--- src/sdth_pkg.sv ---
package sdth_pkg;

    localparam int POS_W         = 12;
    localparam int LEN_W         = 24;
    localparam int CNT_W         = 16;
    localparam int SPU_W         = 11;
    localparam int BIN_COUNT_DEF = 1024;
    localparam int ADDR_W        = 4;
    localparam int DATA_W        = 32;

    localparam logic [LEN_W-1:0] LEN_MAX = {LEN_W{1'b1}};
    localparam logic [CNT_W-1:0] CNT_MAX = {CNT_W{1'b1}};

    // sector edges, 2048-count arena and 1800-count arena
    localparam logic signed [POS_W-1:0] EDGE_IN_A  = 12'sd512;
    localparam logic signed [POS_W-1:0] EDGE_OUT_A = 12'sd1536;
    localparam logic signed [POS_W-1:0] EDGE_IN_B  = 12'sd450;
    localparam logic signed [POS_W-1:0] EDGE_OUT_B = 12'sd1350;

    // register indexes (paddr[3:2])
    localparam logic [1:0] REG_ARENA  = 2'd0;
    localparam logic [1:0] REG_HEATED = 2'd1;
    localparam logic [1:0] REG_SPU    = 2'd2;

    localparam logic KIND_RUN     = 1'b0;
    localparam logic KIND_SUMMARY = 1'b1;

    typedef struct packed {
        logic             arena_type;
        logic             heated_pattern;
        logic [SPU_W-1:0] samples_per_unit;
    } cfg_t;

    typedef struct packed {
        logic valid;
        logic hot;
    } hist_req_t;

    typedef struct packed {
        logic             done;
        logic [CNT_W-1:0] count;
    } hist_resp_t;

endpackage

--- src/sdth_cfg.sv ---
module sdth_cfg
(
    input  logic                         clk,
    input  logic                         rst_n,
    input  logic                         psel,
    input  logic                         penable,
    input  logic                         pwrite,
    input  logic [sdth_pkg::ADDR_W-1:0]  paddr,
    input  logic [sdth_pkg::DATA_W-1:0]  pwdata,
    output logic [sdth_pkg::DATA_W-1:0]  prdata,
    output logic                         pready,
    output sdth_pkg::cfg_t               cfg
);

    sdth_pkg::cfg_t cfg_reg;
    logic           wr_en;

    assign pready = 1'b1;
    assign wr_en  = psel && penable && pwrite && pready;
    assign cfg    = cfg_reg;

    always_ff @(posedge clk or negedge rst_n)
    begin
        if (!rst_n)
        begin
            cfg_reg.arena_type       <= 1'b0;
            cfg_reg.heated_pattern   <= 1'b0;
            cfg_reg.samples_per_unit <= sdth_pkg::SPU_W'(1);
        end
        else if (wr_en)
        begin
            case (paddr[3:2])
                sdth_pkg::REG_ARENA:  cfg_reg.arena_type <= pwdata[0];
                sdth_pkg::REG_HEATED: cfg_reg.heated_pattern <= pwdata[0];
                sdth_pkg::REG_SPU:
                    cfg_reg.samples_per_unit <= pwdata[sdth_pkg::SPU_W-1:0];
                default: ;
            endcase
        end
    end

    always_comb
    begin
        case (paddr[3:2])
            sdth_pkg::REG_ARENA:
                prdata = sdth_pkg::DATA_W'(cfg_reg.arena_type);
            sdth_pkg::REG_HEATED:
                prdata = sdth_pkg::DATA_W'(cfg_reg.heated_pattern);
            sdth_pkg::REG_SPU:
                prdata = sdth_pkg::DATA_W'(cfg_reg.samples_per_unit);
            default:
                prdata = '0;
        endcase
    end

endmodule

--- config.mk ---
export PLATFORM = sky130hd
export DESIGN_NAME = sdth_cfg
export DESIGN_NICKNAME = d
export VERILOG_FILES = /design/src/sdth_pkg.sv /design/src/sdth_cfg.sv
export SDC_FILE = /design/constraint.sdc
export NUM_CORES = 1
export LEC_CHECK = 0
export ABC_AREA = 1
export BUFFER_PORTS_ARGS = -buffer_cell sky130_fd_sc_hd__buf_2
export CORE_UTILIZATION = 39
export CTS_BUF_LIST = sky130_fd_sc_hd__clkbuf_8
export CTS_CLUSTER_SIZE = 12
export DETAILED_ROUTE_END_ITERATION = 8
export PLACE_DENSITY = 0.88
export SYNTH_ARGS = -nofsm -noshare
export SYNTH_HDL_FRONTEND = slang
export SYNTH_SLANG_ARGS = --single-unit
--- constraint.sdc ---
create_clock -name clk -period 1.5 [get_ports clk]
set_input_delay 0 -clock clk [delete_from_list [all_inputs] [get_ports clk]]
set_output_delay 0 -clock clk [all_outputs]
set_load 0.01 [all_outputs]
==> impl_metrics.py <==
metrics = {
    "floorplanning": {
        "die_w_um": 48.3,
        "die_area_um2": 2330,
        "core_area_um2": 1980,
        "die_y_um": 48.3,
        "initial_core_util_pct": 42.1,
        "io_pins": 87,
        "rows": 16,
    },
    "critical_path": {
        "cp.required_ps": 1500,
        "arrival_ps": 1010,
        "crit_end": "prdata[0]",
        "cp-startpoint": "cfg[0]",
        "r2r_start": "cfg[0]",
        "worst_r2r_path_depth": 2,
        "endpoint_kind": "output pin",
        "r2r_slack_ps": 790,
        "path_class": "reg -> out",
        "timing.rr.end": "cfg[0]",
        "worst-path-max-fanout": 3,
        "start_kind": "flip-flop",
    },
    "yosys": {
        "synth_area_leaders": "dfrtp_1 (36%), buf_4 (20%), nand2_1 (19%), inv_1 (5.8%), nor2_1 (5.4%)",
        "yosys.cell_types.count": 13,
        "synth_top_area_share_pct": 36.0,
        "synth_seq_cells": 13,
        "synthCells": 116,
        "avgSynthCellArea_um2": 7.19,
        "netlist_area_um2": 835,
        "yosysSeqAreaShare_pct": 39.1,
        "post-synth-top-area-cell": "dfrtp_1",
        "yosysWarningCount": 0,
    },
    "cells_and_area": {
        "synthToLayoutAreaGrowth_pct": 34.3,
        "stdcell_count": 195,
        "most-common-layout-cells": "nand2_1 (42), buf_2 (41), conb_1 (22), inv_1 (14)",
        "num_antenna_cells": 0,
        "fin_nets": 210,
        "final_common_cell": "nand2_1",
        "drive_gt1_share_pct": 29.8,
        "largest_register_ffs": 13,
    },
    "global_routing": {
        "antenna_found_initial": 0,
        "grt_max_degree": 14,
        "grt_pass1_vias": 543,
        "grt_pass1_wl_mm": 2.21,
        "overflow": 0,
        "grt_use_total_pct": 14.0,
    },
    "pwr": {
        "finalPower_mw": 1.11,
        "ir_drop_v": 0.000489,
        "p_leak_nw": 0.695,
        "power.density_nw_per_um2": 988,
    },
    "detailed_routing": {
        "avgViaCountPerCell": 3.93,
        "ant_nets": 0,
        "drc": 0,
        "drtIter0Drc": 21,
        "wire_per_inst_um": 8.90,
        "detail_route.first_pass.iterations": 4,
        "vias": 767,
        "wirelength_mm": 1.74,
    },
    "clock_network": {
        "cts_buffers": 3,
        "cts_max_level": 1,
        "clkTransAtPathRegs_ps": 50,
        "clk_latency_ps": 230,
        "clk_path_buf_depth": 2,
        "cts_setup_buffers": 0,
        "cts_tree": "yes",
        "clock_sinks": 13,
        "cts-resized-gates": 0,
        "clockRootBuffer": "clkbuf_8",
    },
    "timing": {
        "rsz0062_at_grt": "false",
        "fin_crit_ps": 1010,
        "finalSetupViolCount": 0,
        "drv_slew": 0,
        "fin_skew_ps": 0,
        "worst_slack_ps": 488,
        "final.setup.tns_ps": 0,
        "timing.fmax_ghz": 0.988,
        "fin_hold_ws_ps": 66.1,
        "hold_viol_final": 0,
        "fin_crit_sh_pct": 67.5,
    },
    "job": {
        "cap_viol_max_count": 0,
    },
    "placement": {
        "dp_worst_setup_slack_ps": 457,
        "portBuffers": 41,
        "dp_cells": 179,
        "dpl.hpwl_mm": 1.17,
        "routabilityCongestion": 0.661,
    },
    "worst_hold_path": {
        "worstHoldPathType": "in -> reg",
    },
    "run_status": {
        "status": "completed",
    },
}
synthesized netlist by cell type:
cell type / count
buf_4: 22
nand2_1: 42
buf_6: 2
buf_2: 1
nor2_1: 12
inv_1: 13
nand3_1: 4
nor2_2: 1
conb_1: 2
dfrtp_1: 12
dfstp_2: 1
nor2_4: 1
nand2_2: 3
cell type report:
type | count | area (µm²)
clock buffer | 3 | 41.3
clock inverter | 1 | 3.75
fill | 195 | 861
inverter | 13 | 48.8
multi-input combinational | 85 | 342
sequential | 13 | 327
tap | 27 | 33.8
timing repair buffer | 53 | 325
power by group:
part / total, mW / leakage [nW] / internal (mW) / switching [mW]
registers: 0.481 / 0.163 / 0.427 / 0.0537
logic: 0.334 / 0.505 / 0.142 / 0.191
clock network: 0.293 / 0.0269 / 0.180 / 0.113
total: 1.11 / 0.695 / 0.750 / 0.358
per-stage QoR:
stage / instance area (µm²) / util (%)
floorplan: 910 / -
global placement: 956 / 48.2
detailed placement: 956 / 48.2
CTS: 1120 / 56.6
global route: 1120 / 56.6
finish: 1120 / 56.6
per-layer routing:
| metal | vias up | wire (µm) | track usage [%] |
|---|---|---|---|
| li1 | 398 | - | - |
| met1 | 332 | 727 | 15.9 |
| met2 | 37 | 884 | 25.9 |
| met3 | 0 | 124 | 2.59 |
| met4 | 0 | 0 | 5.00 |
| met5 | - | 0 | 0 |
cell families after synthesis:
| family | after synthesis | share of synthesized area (%) |
|---|---|---|
| DFF | 13 | 39.1 |
| and+or+nand+nor | 63 | 31.0 |
| buffers and inverters | 38 | 28.9 |
| other | 2 | 0.900 |
critical path, stage by stage, from the launching register on:
cell and delay [ps]:
dfstp_2 540, nand2_1 50, nand3_1 60, buf_2 130
worst min-delay path by stage:
stage,from,to,cells after the start
CTS,paddr[2],cfg[12],4
floorplan,rst_n,cfg[10],0
detailed placement,rst_n,cfg[10],1
global route,paddr[2],cfg[12],4
finish,paddr[2],cfg[12],4
global placement,rst_n,cfg[2],1
timing repair:
action | CTS | global route
endpoints found under the setup margin | 0 | 0
hold endpoints to repair | 24 | 0
hold buffers | 12 | 0
Power figures use the tool's default switching activity.
