## config.mk

```make
export PLATFORM = sky130hd
export DESIGN_NAME = sdth_div
export DESIGN_NICKNAME = d
export VERILOG_FILES = /design/src/sdth_pkg.sv /design/src/sdth_div.sv
export SDC_FILE = /design/constraint.sdc
export NUM_CORES = 1
export LEC_CHECK = 0
export BUFFER_PORTS_ARGS = -buffer_cell sky130_fd_sc_hd__buf_2
export CORE_UTILIZATION = 44
export DETAILED_ROUTE_END_ITERATION = 8
export PLACE_DENSITY = 0.7
export REMOVE_ABC_BUFFERS = 1
export SLEW_MARGIN = 20
export SYNTH_ARGS = -nofsm -noshare
export SYNTH_HDL_FRONTEND = slang
export SYNTH_SLANG_ARGS = --single-unit
```

## constraint.sdc

```tcl
create_clock -name clk -period 5.9 [get_ports clk]
set_input_delay 0 -clock clk [delete_from_list [all_inputs] [get_ports clk]]
set_output_delay 0 -clock clk [all_outputs]
set_load 0.05 [all_outputs]
```

## src/sdth_pkg.sv

```systemverilog
package sdth_pkg;

    localparam int POS_W         = 12;
    localparam int LEN_W         = 24;
    localparam int CNT_W         = 16;
    localparam int SPU_W         = 11;
    localparam int BIN_COUNT_DEF = 1024;
    localparam int ADDR_W        = 4;
    localparam int DATA_W        = 32;

    localparam logic [LEN_W-1:0] LEN_MAX = {LEN_W{1'b1}};
    localparam logic [CNT_W-1:0] CNT_MAX = {CNT_W{1'b1}};

    // sector edges, 2048-count arena and 1800-count arena
    localparam logic signed [POS_W-1:0] EDGE_IN_A  = 12'sd512;
    localparam logic signed [POS_W-1:0] EDGE_OUT_A = 12'sd1536;
    localparam logic signed [POS_W-1:0] EDGE_IN_B  = 12'sd450;
    localparam logic signed [POS_W-1:0] EDGE_OUT_B = 12'sd1350;

    // register indexes (paddr[3:2])
    localparam logic [1:0] REG_ARENA  = 2'd0;
    localparam logic [1:0] REG_HEATED = 2'd1;
    localparam logic [1:0] REG_SPU    = 2'd2;

    localparam logic KIND_RUN     = 1'b0;
    localparam logic KIND_SUMMARY = 1'b1;

    typedef struct packed {
        logic             arena_type;
        logic             heated_pattern;
        logic [SPU_W-1:0] samples_per_unit;
    } cfg_t;

    typedef struct packed {
        logic valid;
        logic hot;
    } hist_req_t;

    typedef struct packed {
        logic             done;
        logic [CNT_W-1:0] count;
    } hist_resp_t;

endpackage

```

## src/sdth_div.sv

```systemverilog
module sdth_div #(
    parameter int DW = sdth_pkg::LEN_W,
    parameter int VW = sdth_pkg::SPU_W
)
(
    input  logic          clk,
    input  logic          rst_n,
    input  logic          start,
    input  logic [DW-1:0] dividend,
    input  logic [VW-1:0] divisor,
    output logic          done,
    output logic [DW-1:0] quotient
);

    localparam int CW = $clog2(DW + 1);

    logic [VW-1:0] rem_reg;
    logic [DW-1:0] quo_reg;
    logic [VW-1:0] div_reg;
    logic [CW-1:0] cnt_reg;
    logic          busy_reg;
    logic          done_reg;
    logic [VW:0]   trial;
    logic [VW:0]   diff;
    logic          fits;

    assign trial    = {rem_reg, quo_reg[DW-1]};
    assign diff     = trial - {1'b0, div_reg};
    assign fits     = trial >= {1'b0, div_reg};
    assign done     = done_reg;
    assign quotient = quo_reg;

    always_ff @(posedge clk or negedge rst_n)
    begin
        if (!rst_n)
        begin
            rem_reg  <= '0;
            quo_reg  <= '0;
            div_reg  <= '0;
            cnt_reg  <= '0;
            busy_reg <= 1'b0;
            done_reg <= 1'b0;
        end
        else
        begin
            done_reg <= 1'b0;
            if (start)
            begin
                rem_reg  <= '0;
                quo_reg  <= dividend;
                div_reg  <= divisor;
                cnt_reg  <= CW'(DW);
                busy_reg <= 1'b1;
            end
            else if (busy_reg)
            begin
                rem_reg <= fits ? diff[VW-1:0] : trial[VW-1:0];
                quo_reg <= {quo_reg[DW-2:0], fits};
                cnt_reg <= cnt_reg - CW'(1);
                if (cnt_reg == CW'(1))
                begin
                    busy_reg <= 1'b0;
                    done_reg <= 1'b1;
                end
            end
        end
    end

endmodule

```

==> flow_metrics.env <==
export IMPL_cts_max_level=2
export IMPL_core_sq_um=6459
export IMPL_ant_nets=0
export IMPL_gr_total_overflow=0
export IMPL_synth_top_area_cell="dfrtp_1"
export IMPL_grt_total_usage=0.1893
export IMPL_nets=448
export IMPL_fin_crit_ns=2.382
export IMPL_rsz0062_at_grt="no"
export IMPL_dieArea_sq_um=7171
export IMPL_final_hold_viol_count=0
export IMPL_routabilityCongestion=0.7901
export IMPL_cp_data_arrival_time_ns=2.60
export IMPL_final_cell_count_no_fill=474
export IMPL_wl_met1_microns=3018
export IMPL_swShare=0.3797
export IMPL_netlist_instances=306
export IMPL_grt_pass1_vias=2476
export IMPL_drt_first_pass_iters=6
export IMPL_crit_chain="inv_1, ha_1, inv_1, fa_1, nand3_1, a311oi_2, nor2_2, o21ai_4, mux2_2, a211oi_1"
export IMPL_cp_required_ns=6.12
export IMPL_pwr_share_comb=0.419
export IMPL_cts_repair_resized=0
export IMPL_drt_total_wl_microns=6389
export IMPL_antenna_found_initial=0
export IMPL_grt_max_degree=54
export IMPL_remaining_drc_errors=0
export IMPL_cts_buffers=5
export IMPL_wl_met2_microns=3096
export IMPL_rrSetupSlack_ns=3.52
export IMPL_clkPwrFrac=0.210
export IMPL_critPathMaxFanout=15
export IMPL_wl_per_cell_microns=13.48
export IMPL_cpPeakStageDelay_ns=0.41
export IMPL_vias=2497
export IMPL_die_height_microns=84.68
export IMPL_cts_sinks=53
export IMPL_clock_latency_ns=0.30
export IMPL_die_w_microns=84.68
export IMPL_leakage_nw=1.961
export IMPL_io_pins=63
export IMPL_status="complete, no violations"
export IMPL_holdWs_ns=0.1613
export IMPL_io_buffers=62
export IMPL_p_int_w=0.0007675
export IMPL_dpl_cell_count=430
export IMPL_synth_seq_cells=53
export IMPL_syn_avg_cell_area_sq_um=9.830
export IMPL_drtIter0Drc=78
export IMPL_initial_core_util=0.4657
export IMPL_nFillCells=569
export IMPL_path_class="register to register"
export IMPL_routed_via_density=5.268
export IMPL_cp_top_family="adder cells"
export IMPL_max_cap_viol_count=0
export IMPL_worstSetupStartpointType="register"
export IMPL_p_per_area_nw_per_um2=326.8
export IMPL_fin_skew_ns=0.004148
export IMPL_post_cts_setup_buffers=0
export IMPL_seqPwrFrac=0.371
export IMPL_row_count=29
export IMPL_hold_path_class="primary input to register"
export IMPL_tightest_slew_ns=0.6838
export IMPL_cp_common_cell="inv_1"
export IMPL_dr_wl_met3_microns=259
export IMPL_ir_worst_vdd_uv=173.7
export IMPL_insertedDiodeCount=0
export IMPL_fin_crit_sh=0.4036
export IMPL_max_freq_mhz=419.9
export IMPL_cts_hold_buffers=36
export IMPL_yosysWarnings=0
export IMPL_synthTopCellsByArea="dfrtp_1 44%, mux2i_1 10%, o21ai_0 6.3%"
export IMPL_yosysSeqAreaShare=0.4409
export IMPL_final_layout_size_suffix_gt1_frac=0.2191
export IMPL_cts_max_path_buffers=2
export IMPL_critPathBufInv=2
export IMPL_final_max_slew_viol_count=0
export IMPL_final_setup_tns_ns=0
export IMPL_syn_to_final_growth_pct=25.87
export IMPL_synth_cell_types=45
export IMPL_synth_top_area_share=0.4409
export IMPL_largest_reg_flops=24
export IMPL_ctsRootBufferMaster="clkbuf_8"
export IMPL_setup_viol=0
export IMPL_clk_pin_slew_ns=0.09
export IMPL_top_layer="met4"
export IMPL_relSlewSlack=0.5441
export IMPL_critPathCaptureType="register"
export IMPL_hpwlAfterDp_microns=4019
export IMPL_cts_tree="done"
export IMPL_power_switching_w=0.0004697
export IMPL_postLayoutCoreUtil=0.5862
export IMPL_slowest_stage="fa_1"
export IMPL_grt_pass1_wl_microns=11040
export IMPL_syn_area_sq_um=3008
## cells by family after synthesis
logic type | share of synthesized area
muxes | 0.1073
and+or+nand+nor | 0.1348
xor gates and xnor gates | 0.02621
buffers and inverters | 0.06739
AOI/OAI and AO/OA | 0.1626
DFF | 0.4409
adders and majority gates | 0.06073
## cell type report
class / count / area [sq um] / share of cell area
tap: 77 / 96.34 / 0.02545
inverter: 20 / 75.07 / 0.01983
multi-input combinational: 216 / 1479 / 0.3906
clock inverter: 2 / 37.54 / 0.009914
timing repair buffer: 100 / 685.7 / 0.1811
clock buffer: 6 / 82.58 / 0.02181
sequential: 53 / 1330 / 0.3513
## path summary, 6_finish.rpt
check,to,depth (start not counted),start
hold reg to reg,div_reg[0],1,div_reg[0]
setup / recovery,rem_reg[0],10,quotient[23]
setup reg to reg,rem_reg[0],10,quotient[23]
hold / removal,quotient[9],3,start
min in group asynchronous,div_reg[1],3,rst_n
max in group asynchronous,busy_reg,3,rst_n
## worst min-delay path, delay by kind of cell
family                 cells  cell delay (ns)
AO/OA/AOI/OAI              1             0.06
buffers and inverters      1             0.26
AND/OR/NAND/NOR            1             0.10
## power groups by stage
stage | clock network [W] | registers, W | logic (W)
after global placement | 0 | 0.000464 | 0.000486
after floorplan | 0 | 0.000521 | 0.000323
final | 0.000260 | 0.000459 | 0.000518
after CTS | 0.000268 | 0.000459 | 0.000517
after detailed placement | 0 | 0.000465 | 0.000495
after global routing | 0.000282 | 0.000467 | 0.000572
## layer usage
layer / track usage / up-vias
met5: 0 / -
met4: 0.02773 / 0
met2: 0.3363 / 61
met3: 0.04523 / 2
met1: 0.2397 / 1179
li1: - / 1255
## layout by cell type, fill, tap and decap left out, types with 3 or more instances in the layout
cell and count:
a211oi_1 10, a21oi_1 6, buf_2 62, clkbuf_8 6, dfrtp_1 52, dlygate4sd3_1 36, ha_1 13, inv_1 19
mux2i_1 30, nand2_1 46, nand2b_1 3, nand3_1 6, nor2_1 16, nor3_1 3, o21ai_0 38, o32ai_1 3
xnor2_1 6, xor2_1 3
## synthesized netlist by cell type
library cell  number
o311ai_1           1
nor3_1             3
clkbuf_1           9
o21ba_2            1
mux2i_1           30
o21ai_0           38
mux2_2             2
o21ai_4            1
o2111ai_1          1
a21oi_1            6
inv_1             19
and4bb_2           1
a41o_2             2
buf_8              1
clkbuf_8           5
a21o_1             1
nand4_1            2
nor4_1             2
a211oi_1          10
o22ai_1            1
nor4b_1            2
nand4b_4           1
a2111oi_0          1
o21bai_1           2
fa_1               1
xnor2_1            6
a211oi_2           1
dfrtp_1           53
nand3_1            6
clkinv_1           1
nor2_1            16
a311oi_2           1
a31oi_1            1
ha_1              13
o31ai_1            2
and3_2             1
nand2_1           46
or4b_2             1
nand2b_1           3
nor2_2             1
o32ai_1            3
buf_2              2
or2_2              1
xor2_1             3
o21a_1             2
## metrics by stage
step	cell area, sq um	total power (W)	worst slack, ns
after floorplan	2880	0.0008441	3.432
after global placement	3303	0.0009491	3.630
after detailed placement	3303	0.0009594	3.567
after CTS	3784	0.001244	3.524
after global routing	3786	0.001320	3.407
final	3786	0.001237	3.518
Note: power is estimated with default switching activity, not from simulation.
